--- config.mk ---
export PLATFORM = sky130hd
export DESIGN_NAME = dgcd_scan_unit
export DESIGN_NICKNAME = d
export VERILOG_FILES = /design/src/rtl/dgcd_pkg.sv /design/src/rtl/dgcd_scan_unit.sv
export SDC_FILE = /design/constraint.sdc
export NUM_CORES = 1
export LEC_CHECK = 0
export BUFFER_PORTS_ARGS = -buffer_cell sky130_fd_sc_hd__buf_2
export CORE_AREA = 2 2 104 106
export DETAILED_ROUTE_END_ITERATION = 8
export DIE_AREA = 0 0 106 108
export PLACE_DENSITY = 0.74
export SLEW_MARGIN = 30
export SYNTH_ARGS = -nofsm -noshare
export SYNTH_HDL_FRONTEND = slang
export SYNTH_SLANG_ARGS = --single-unit
--- constraint.sdc ---
create_clock -name clk -period 4.13 [get_ports clk]
set_input_delay 0.826 -clock clk [delete_from_list [all_inputs] [get_ports clk]]
set_output_delay 0.826 -clock clk [all_outputs]
set_load 0.05 [all_outputs]
--- src/rtl/dgcd_pkg.sv ---
// Shared types, constants and helpers for the directed graph cycle detector.
// No dependencies; every other file refers to this package by scoped names.
package dgcd_pkg;

  localparam int MAX_NODES = 64;
  localparam int NODE_W    = 6;
  localparam int DEPTH_W   = 7;

  localparam logic [1:0] MODE_ADD   = 2'd0;
  localparam logic [1:0] MODE_CHECK = 2'd1;
  localparam logic [1:0] MODE_CLEAR = 2'd2;

  typedef logic [MAX_NODES-1:0] row_t;
  typedef logic [NODE_W-1:0]    node_t;
  typedef logic [DEPTH_W-1:0]   depth_t;

  // adjacency memory request
  typedef struct packed {
    logic  rd_en;
    node_t rd_addr;
    logic  wr_en;
    node_t wr_addr;
    logic  clr;
  } adj_req_t;

  // path stack request
  typedef struct packed {
    logic  rd_en;
    node_t rd_addr;
    logic  wr_en;
    node_t wr_addr;
    node_t wr_data;
  } stk_req_t;

  // result of one row scan
  typedef struct packed {
    logic  conflict;
    logic  fresh_any;
    node_t low_idx;
  } scan_res_t;

  typedef enum logic [10:0] {
    S_IDLE    = 11'b000_0000_0001,
    S_ADD_RD1 = 11'b000_0000_0010,
    S_ADD_WR1 = 11'b000_0000_0100,
    S_ADD_RD2 = 11'b000_0000_1000,
    S_ADD_WR2 = 11'b000_0001_0000,
    S_START   = 11'b000_0010_0000,
    S_FETCH   = 11'b000_0100_0000,
    S_EVAL    = 11'b000_1000_0000,
    S_DECIDE  = 11'b001_0000_0000,
    S_POP     = 11'b010_0000_0000,
    S_DONE    = 11'b100_0000_0000
  } state_t;

  // index of the lowest set bit of a byte, zero when none
  function automatic logic [2:0] lowest8(input logic [7:0] v);
    logic [2:0] idx;
    idx = 3'd0;
    for (int i = 7; i >= 0; i--) begin
      if (v[i]) begin
        idx = 3'(i);
      end
    end
    return idx;
  endfunction

endpackage

--- src/rtl/dgcd_scan_unit.sv ---
// Shared row scan unit: compares one adjacency row against the path and visited marks.
// Registers the compare, then finds the lowest unvisited successor in two byte levels.
// Uses dgcd_pkg.
module dgcd_scan_unit (
  input  logic                clk,
  input  logic                ld,
  input  dgcd_pkg::row_t      row,
  input  dgcd_pkg::row_t      node_mask,
  input  dgcd_pkg::row_t      visited,
  input  dgcd_pkg::row_t      on_path,
  output dgcd_pkg::scan_res_t res
);

  logic           conflict_r;
  dgcd_pkg::row_t fresh_r;
  logic [7:0]     grp_any;
  logic [2:0]     grp_idx;
  logic [7:0]     grp_byte;
  logic [2:0]     bit_idx;

  always_ff @(posedge clk) begin
    if (ld) begin
      conflict_r <= |(row & node_mask & on_path);
      fresh_r    <= row & node_mask & ~visited;
    end
  end

  always_comb begin
    for (int g = 0; g < 8; g++) begin
      grp_any[g] = |fresh_r[g*8 +: 8];
    end
    grp_idx  = dgcd_pkg::lowest8(grp_any);
    grp_byte = fresh_r[{grp_idx, 3'b000} +: 8];
    bit_idx  = dgcd_pkg::lowest8(grp_byte);
  end

  assign res.conflict  = conflict_r;
  assign res.fresh_any = |grp_any;
  assign res.low_idx   = {grp_idx, bit_idx};

endmodule

Yosys cells after proc, flatten, opt, wreduce, memory -nomap -nowiden
Index checks and enable logic that the tools add are counted.

Reductions and logical operators: 10. Shifts and indexed selects: 1. Bitwise operators: 4. Mux-type cells: 16.

Operators by type and width (number): 64-bit bitwise AND (3); 64-bit OR reduction (2); 64-bit NOT (1); 8-bit OR reduction (8); 64-bit by 7-bit variable part select with 8-bit output (1); 3-bit two-way mux (16).

Flip-flop bits (word level): 65. Word-level logic and storage cells: 33.

Logic depth before layout (Yosys ltp)
Depth after elaboration: 18. Mapped depth: 11. Depth with buffers taken out: 9.

Worst setup path before layout
Ideal clock, no wire load.

Kind: reg2out. Start point: reg fresh_r[53]. End point: out res[2] (netlist bit). Required time: 3.304 ns. Stages on the path, launching flop included: 10. Data arrival time: 3.863 ns. Path slack: -0.559 ns. Path through: edfxtp_1 or4_4 a211oi_2 o21ai_0 a21oi_1 a21o_1 mux4_2 nand2_1 nand3_1 a311oi_1.

RTL lines: from (decl) (line dgcd_scan_unit.sv:15) `dgcd_pkg::row_t fresh_r;`; from (signal assigned) (line dgcd_scan_unit.sv:24) `fresh_r <= row & node_mask & ~visited;`; to (decl) (line dgcd_scan_unit.sv:11) `output dgcd_pkg::scan_res_t res`.

==> reports/results.txt <==
CTS tree = yes
static leakage = 2.68 nW
Initial Util = 37.4%
number of max-cap violations = 0
hold_ws = 730 ps
dpl cell area = 5440 um^2
clock root cell = clkbuf_8
antenna violations before repair = 0
Die ar. = 11400 um^2
Post-layout nets = 969
mapped cell area = 3830 um^2
DRC viols = 0
DP HPWL = 13.0 mm
most common cell after layout, fill and taps aside = buf_2
port buffer count = 265
num rows = 37
Peak Freq = 240 MHz
Main synth FF type = edfxtp_1
largest net degree at the start of global routing = 41
commonest cells after routing, fill and taps aside = 262 x buf_2, 75 x nand2_1, 66 x nand3_1
outcome = finished with violations
Synth Instances = 400
vias in the first global route = 4482
layout cell share with drive strength beyond 1 = 50.6%
I/O Pins = 266
Pwr Total = 0.00170 W
Die H = 108 um
Detailed Route Iter0 Violations = 423
Worst Max-Slew Pin Slew = 588 ps
Max IR drop VDD = 0.190 mV
WP data required = 3300 ps
hold depth = 2
Die X = 106 um
fin worst setup slack = -41.6 ps
DR vias/cell = 5.32
Core Util, Final = 58.2%
Seq/Total Area, Yosys = 51.0%
final setup fails = 3
Hold Vio Cnt, Final = 0
failing checks = setup timing
GPL Wtd Cong = 0.934
Final Cell Area = 5950 um^2
worst hold path class = primary input to register
first-pass GRT wire length = 23.2 mm
via count = 4529
1st-pass router iterations = 5
Hold Buf Count CTS = 0
GR Overflow Total = 0
Post-synth ARST share = 0%
average size of a mapped cell = 9.57 um^2
CP arrival = 3350 ps
RSZ-0062 raised after global routing = true
synth warn = 0
# diodes = 0
fin crit period = 4170 ps
P&R area growth vs syn = 55.5%
H-tree depth = 3
fin. max-slew vios = 0
final WL = 15.5 mm
clock sink total = 65
post-route ant nets = 0
wire length per cell = 18.2 um
CP Capture Type = output port
worst-path fanout max = 8
Layout fillers = 918
synthesized flop and latch total = 65
maximum root-to-sink buffer count = 2
Yosys cell types = 46
total track usage = 27.2%
startpoint type of the worst setup path = register
Post-synth EDFFs = 65
clock transition at the registers of the reported paths = 90 ps
period utilization = 101%
Num CTS Buffers = 9
pwr/cell area = 286 nW/um^2
worst setup path class = register to output port
Syn Nets = 658
total core area = 10200 um^2
Worst slew margin = 60.8%
[path summary, 6_finish.rpt]
| path | startpoint | to |
|---|---|---|
| max | fresh_r[19] | res[0] |
| min | visited[46] | fresh_r[46] |
[area by class of cell]
| cell class | instances | area [um^2] | area share (%) |
|---|---|---|---|
| Clock buffer | 9 | 124 | 2.08 |
| Tap cell | 136 | 170 | 2.86 |
| Timing Repair Buffer | 304 | 1660 | 27.9 |
| Sequential cell | 65 | 1950 | 32.8 |
| Inverter | 2 | 7.51 | 0.126 |
| Clock inverter | 7 | 83.8 | 1.41 |
| Multi-Input combinational cell | 329 | 1960 | 32.9 |
[stage by stage]
| step | setup TNS, ps | setup WS [ps] | cells |
|---|---|---|---|
| floorplan | -89.9 | -89.9 | 400 |
| CTS | -86.3 | -29.9 | 845 |
| detailed placement | 0 | 155 | 814 |
| global placement | 0 | 202 | 814 |
| finish | -109 | -41.6 | 852 |
| global route | -444 | -156 | 852 |
[routing by layer]
| layer | routed length (um) | track usage (%) | vias up |
|---|---|---|---|
| met4 | 373 | 9.21 | 0 |
| met5 | 0 | 0 | - |
| met3 | 1420 | 6.63 | 23 |
| met1 | 6130 | 34.5 | 2072 |
| met2 | 7540 | 45.9 | 276 |
| li1 | - | - | 2158 |
[sequential cells by signal, indices dropped and copies added (netlist names)]
| name | cells |
|---|---|
| fresh_r | 64 |
| conflict_r | 1 |
[synthesized netlist by cell type (all sizes together) (3+ instances only)]
cell type | instances | area, um^2
a211oi | 10 | 92.6
a21o | 4 | 30.0
a21oi | 12 | 60.1
a221oi | 3 | 26.3
a2bb2oi | 3 | 43.8
and2 | 3 | 21.3
buf | 3 | 23.8
edfxtp | 65 | 1950
mux2 | 3 | 33.8
mux4 | 3 | 67.6
nand2 | 78 | 295
nand3 | 67 | 340
nand4 | 23 | 144
nor2 | 68 | 260
nor4 | 18 | 134
o21ai | 7 | 35.0
or4 | 9 | 86.3
[power breakdown]
group,switching (W),leakage (nW),internal (W),total [W]
clock,0.000286,0.103,0.000290,0.000577
combinational,0.000149,1.95,0.000155,0.000303
sequential,0.0000421,0.622,0.000779,0.000821
total,0.000477,2.68,0.00122,0.00170
[worst max-delay path, cell delays in order (launching register included)]
cell,delay [ps]
edfxtp_1,390
or4_4,560
or4_4,560
a211oi_4,300
buf_6,190
a211oi_2,70
o31ai_1,270
a21oi_1,100
nand2b_1,170
a31oi_2,190
buf_6,180
[logic make-up (layout without fill, tap and decap cells)]
group / Yosys count / in the layout / share of synthesized area, %
flip-flops: 65 / 65 / 51.0
multiplexers: 8 / 8 / 3.17
buffers and inverters: 6 / 322 / 0.915
AND/OR/NAND/NOR: 271 / 271 / 34.6
AO/OA/AOI/OAI: 50 / 50 / 10.4
[repair_timing]
item | CTS | global route
setup endpoints to repair | 3 | 3
setup buffers | 16 | 7
pin swaps | 16 | 14
resized for setup | 19 | 12
No activity file was read; power rests on OpenSTA's default activity.
