### config.mk
export PLATFORM = sky130hd
export DESIGN_NAME = dgcd_stack_mem
export DESIGN_NICKNAME = d
export VERILOG_FILES = /design/src/rtl/dgcd_pkg.sv /design/src/rtl/dgcd_stack_mem.sv
export SDC_FILE = /design/constraint.sdc
export NUM_CORES = 1
export LEC_CHECK = 0
export ABC_AREA = 1
export BUFFER_PORTS_ARGS = -buffer_cell sky130_fd_sc_hd__buf_2
export CAP_MARGIN = 20
export CORE_MARGIN = 3
export CORE_UTILIZATION = 25
export DETAILED_ROUTE_END_ITERATION = 8
export GPL_TIMING_DRIVEN = 1
export PLACE_DENSITY = 0.4
export SYNTH_ARGS = -nofsm -noshare
export SYNTH_HDL_FRONTEND = slang
export SYNTH_SLANG_ARGS = --single-unit
### constraint.sdc
create_clock -name clk -period 2.1 [get_ports clk]
set_input_delay 0.525 -clock clk [delete_from_list [all_inputs] [get_ports clk]]
set_output_delay 0.525 -clock clk [all_outputs]
set_load 0.01 [all_outputs]
### src/rtl/dgcd_pkg.sv
// Shared types, constants and helpers for the directed graph cycle detector.
// No dependencies; every other file refers to this package by scoped names.
package dgcd_pkg;

  localparam int MAX_NODES = 64;
  localparam int NODE_W    = 6;
  localparam int DEPTH_W   = 7;

  localparam logic [1:0] MODE_ADD   = 2'd0;
  localparam logic [1:0] MODE_CHECK = 2'd1;
  localparam logic [1:0] MODE_CLEAR = 2'd2;

  typedef logic [MAX_NODES-1:0] row_t;
  typedef logic [NODE_W-1:0]    node_t;
  typedef logic [DEPTH_W-1:0]   depth_t;

  // adjacency memory request
  typedef struct packed {
    logic  rd_en;
    node_t rd_addr;
    logic  wr_en;
    node_t wr_addr;
    logic  clr;
  } adj_req_t;

  // path stack request
  typedef struct packed {
    logic  rd_en;
    node_t rd_addr;
    logic  wr_en;
    node_t wr_addr;
    node_t wr_data;
  } stk_req_t;

  // result of one row scan
  typedef struct packed {
    logic  conflict;
    logic  fresh_any;
    node_t low_idx;
  } scan_res_t;

  typedef enum logic [10:0] {
    S_IDLE    = 11'b000_0000_0001,
    S_ADD_RD1 = 11'b000_0000_0010,
    S_ADD_WR1 = 11'b000_0000_0100,
    S_ADD_RD2 = 11'b000_0000_1000,
    S_ADD_WR2 = 11'b000_0001_0000,
    S_START   = 11'b000_0010_0000,
    S_FETCH   = 11'b000_0100_0000,
    S_EVAL    = 11'b000_1000_0000,
    S_DECIDE  = 11'b001_0000_0000,
    S_POP     = 11'b010_0000_0000,
    S_DONE    = 11'b100_0000_0000
  } state_t;

  // index of the lowest set bit of a byte, zero when none
  function automatic logic [2:0] lowest8(input logic [7:0] v);
    logic [2:0] idx;
    idx = 3'd0;
    for (int i = 7; i >= 0; i--) begin
      if (v[i]) begin
        idx = 3'(i);
      end
    end
    return idx;
  endfunction

endpackage

### src/rtl/dgcd_stack_mem.sv
// Path stack memory for the depth-first walk, registered read port.
// Entries are read only after they are written, so no reset. Uses dgcd_pkg.
module dgcd_stack_mem (
  input  logic               clk,
  input  dgcd_pkg::stk_req_t req,
  output dgcd_pkg::node_t    rd_data
);

  dgcd_pkg::node_t mem_r [dgcd_pkg::MAX_NODES];
  dgcd_pkg::node_t rd_data_r;

  always_ff @(posedge clk) begin
    if (req.wr_en) begin
      mem_r[req.wr_addr] <= req.wr_data;
    end
    if (req.rd_en) begin
      rd_data_r <= mem_r[req.rd_addr];
    end
  end

  assign rd_data = rd_data_r;

endmodule

# After elaboration in Yosys (flattened, before gate mapping)
# Memory sizes are Yosys's and may differ from the RTL's. A register that Yosys moved wholly into a read port is not among the register bits.
# Index checks and enable logic that the tools add are counted.
[word_totals]
n_memories = 1
register_bits = 0
inputBits = 21
mem_bits_rw = 384
output_inout_bits = 6
[mem_list]
columns = ["name", "depth", "width", "rd", "rd_ports_with_merged_regs", "wr", "line_no", "rtl"]
rows = [
  ["mem_r", 64, 6, 1, 1, 1, "dgcd_stack_mem.sv:9", "dgcd_pkg::node_t mem_r [dgcd_pkg::MAX_NODES];"],
]
[op_classes]
mux = 2
[op_table]
columns = ["cell", "n"]
rows = [
  ["two-way mux 1 bit", 2],
]

# Depth between registers and ports, before layout
[depth]
depth_word = 2
depth_mapped = 11

# Worst setup path after synthesis
# OpenSTA, ideal clock, no wires.
[synth_path]
path_kind = "input to register"
startpoint = "input req[12] in the netlist's numbering"
endpoint = "memory mem_r[48][0] in the netlist's numbering (enable)"
cell_stages = 3
required_time_ns = 1.714
path_slack_ns = 0.006
arrival_time_ns = 1.708
n_path_buf = 1
cell_sequence = "clkbuf_1 nand4_1 nor4_1"
[synth_between]
elab_chain_cells = 2
[synth_lines]
columns = ["element", "line_no", "rtl"]
rows = [
  ["start: declaration", "dgcd_stack_mem.sv:5", "input dgcd_pkg::stk_req_t req,"],
  ["two-way mux 1 bit", "dgcd_stack_mem.sv:13", "if (req.wr_en) begin"],
  ["two-way mux 1 bit (not written as such)", "dgcd_stack_mem.sv:14", "mem_r[req.wr_addr] <= req.wr_data;"],
  ["end: declaration", "dgcd_stack_mem.sv:9", ""],
]
# No other way between the ends.

# Final worst setup path
[layout_path]
startpoint = "register rd_data_r[3], in the netlist rd_data[3], read port of mem_r"
endpoint = "output rd_data[3]"
[layout_rtl]
columns = ["element", "line_no", "rtl"]
rows = [
  ["start: declaration", "dgcd_stack_mem.sv:10", "dgcd_pkg::node_t rd_data_r;"],
  ["end: declaration", "dgcd_stack_mem.sv:6", "output dgcd_pkg::node_t rd_data"],
]
# No word-level cell between the ends.

==> run_results.csv <==
group,metric,value,unit
status,status,"completed",
synthesis,netlist_instances,1376,
cells_and_area,final_common_cell,"nand2_1",
cts,cts_max_path_buffers,3,
synthesis,seq_area_frac_synth,73.2,%
cts,path_clk_slew,0.05,ns
sta,layout_min_cycle_time,1.69,ns
setup_path,worst_path_max_delay_cell,"edfxtp_1",
cts,cts_tree,"built",
global_route,grt.overflow.total,0,
cts,cts_post_setup_buffers_inserted,0,
setup_path,critPathTopFamily,"flip-flops",
cells_and_area,fin_nets,1519,
power_and_ir_drop,intPower,13.9,mW
cells_and_area,postLayoutCoreUtil,30.9,%
sta,drv_slew,0,
setup_path,start_kind,"flip-flop",
cts,cts_sinks,390,
setup_path,critical_path_arrival,1.17,ns
synthesis,syn-num-nets,1397,
hold_path,whs_path_depth,1,
setup_path,crit_type,"flip-flop to primary output",
sta,period_share,80.7,%
setup_path,path_cells,"buf_2",
synthesis,synthDistinctLibCells,13,
die,coreArea,63200,µm²
placement,portBuffers,26,
sta,fin_setup_tns,0,ns
power_and_ir_drop,p_sw,3.99,mW
global_route,antenna_found_initial,2,
global_route,grt_start_max_net_pins,65,
cells_and_area,drive_above_1_share,14.6,%
setup_path,path_max_fanout,1,
power_and_ir_drop,combPwrFrac,6.5,%
cells_and_area,antenna_cells,0,
power_and_ir_drop,power-per-cell-area,918,nW/µm²
sta,setup_viol,0,
routing,drc,0,
cells_and_area,multi_input_area,3800,µm²
cells_and_area,syn2layout_area_growth,22.2,%
sta,fmax,590,MHz
sta,clock_skew,0.0112,ns
routing,viasPerCell,4.45,
sta,relSlewSlack,67.5,%
routing,routed_wl,47.3,mm
routing,drtIter0Drc,922,
global_route,grt_first_pass_wirelength,70.3,mm
routing,vias,10600,
setup_path,critPathMaxStageDelay,0.43,ns
placement,dp_hpwl,28.2,mm
cells_and_area,final_cell_mix,"nand2_1 (486), edfxtp_1 (390), nand3_1 (331), buf_4 (112), nor2_1 (56)",
setup_path,worstPathRequired,1.57,ns
hold_path,holdCritPathClass,"input port to flip-flop",
routing,first_pass_iters,7,
die,start_util,25.3,%
cts,cts_hold_buffers,0,
sta,hold_viol_final,0,
power_and_ir_drop,p_leak,7.09,nW
run,maxCapViolations,0,
global_route,grt_pass1_vias,10700,
synthesis,ys_warn_count,0,
die,rows,92,
cells_and_area,seq_area,11700,µm²
power_and_ir_drop,swShare,22.3,%
cts,htreeDepth,2,
setup_path,end_kind,"primary output",
setup_path,rr_worst_depth,8,
cts,cts_buffers,46,
die,die_w,259,µm
setup_path,cp.depth,1,
power_and_ir_drop,pwr-share-clk,45.2,%
synthesis,syn_area_per_cell,11.6,µm²
cells_and_area,nFillCells,6411,
cts,clk_latency,0.57,ns
die,dieArea,67000,µm²
die,die_h,259,µm
power_and_ir_drop,ir_drop,0.484,mV
power_and_ir_drop,power,17.9,mW
power_and_ir_drop,power_frac_seq,48.3,%
sta,worstMarginPinSlew,0.488,ns
cts,cts_resized,0,
routing,wl_per_cell,19.9,µm
placement,gp_congestion,0.798,
global_route,grt_usage,14.1,%
die,boundaryPins,27,
sta,rsz0062_at_grt,"no",
synthesis,synth_area,16000,µm²
cts,cts_root_buf,"clkbuf_16",
setup_path,path_buf_inv,1,
synthesis,ys_seq_elements,390,
routing,drtAntennaViolNets,0,
worst paths after layout:
path                                   start          to  slack (ns)
worst min-delay path                 req[19]  rd_data[4]        0.28
worst min register to register   mem_r[8][1]  rd_data[1]        0.92
worst max register to register  mem_r[59][1]  rd_data[1]        0.61
worst max-delay path              rd_data[3]  rd_data[3]        0.41
final cells by class:
type / count / area share (%)
repair buffers: 158 / 7.13
clock inverters: 24 / 1.36
flip-flops and latches: 390 / 60.0
well taps: 846 / 5.42
multi-input cells: 890 / 19.4
inverters: 12 / 0.263
clock buffers: 57 / 6.43
power groups by stage:
stage	Sequential [mW]	Combinational [mW]	Clock, mW
final	8.65	1.17	8.10
after global routing	8.65	1.30	8.60
after CTS	8.65	1.20	8.32
after detailed placement	8.82	1.20	0
after global placement	8.82	1.19	0
after floorplan	8.82	0.573	0
routing by layer:
layer	vias up	track usage (%)	wire [µm]
met4	2	4.45	1120
met1	5208	19.9	22500
met2	206	22.5	21600
met5	-	0	20
met3	70	2.06	1980
li1	5090	-	-
synthesized netlist by cell type (all sizes together):
master	count	area share, %
nand2	486	11
buf	69	2.4
clkbuf	15	0.35
nor2	56	1.3
edfxtp	390	73
nor4	8	0.31
inv	12	0.28
nand3	331	10
nand4	9	0.35
per-stage QoR:
step	std cells	worst slack, ns	area [µm²]	hold slack (ns)
2_1_floorplan	1376	0.00580	16000	0.624
3_3_place_gp	2296	-0.0625	18000	0.870
3_5_place_dp	2296	-0.0757	18000	0.861
4_1_cts	2377	0.374	19500	0.251
5_1_grt	2377	0.376	19500	0.278
6_report	2377	0.406	19500	0.283
registers in the layout (all words and copies together) (netlist names):
| name | flops |
|---|---|
| mem_r | 384 |
| rd_data | 6 |
logic make-up (layout without fill, tap and decap cells):
logic type | Yosys count | in the layout | synth area share, %
DFF | 390 | 390 | 73.2
buffers and inverters | 96 | 251 | 3.01
and+or+nand+nor | 890 | 890 | 23.7
Note: power is estimated with default switching activity, not from simulation.
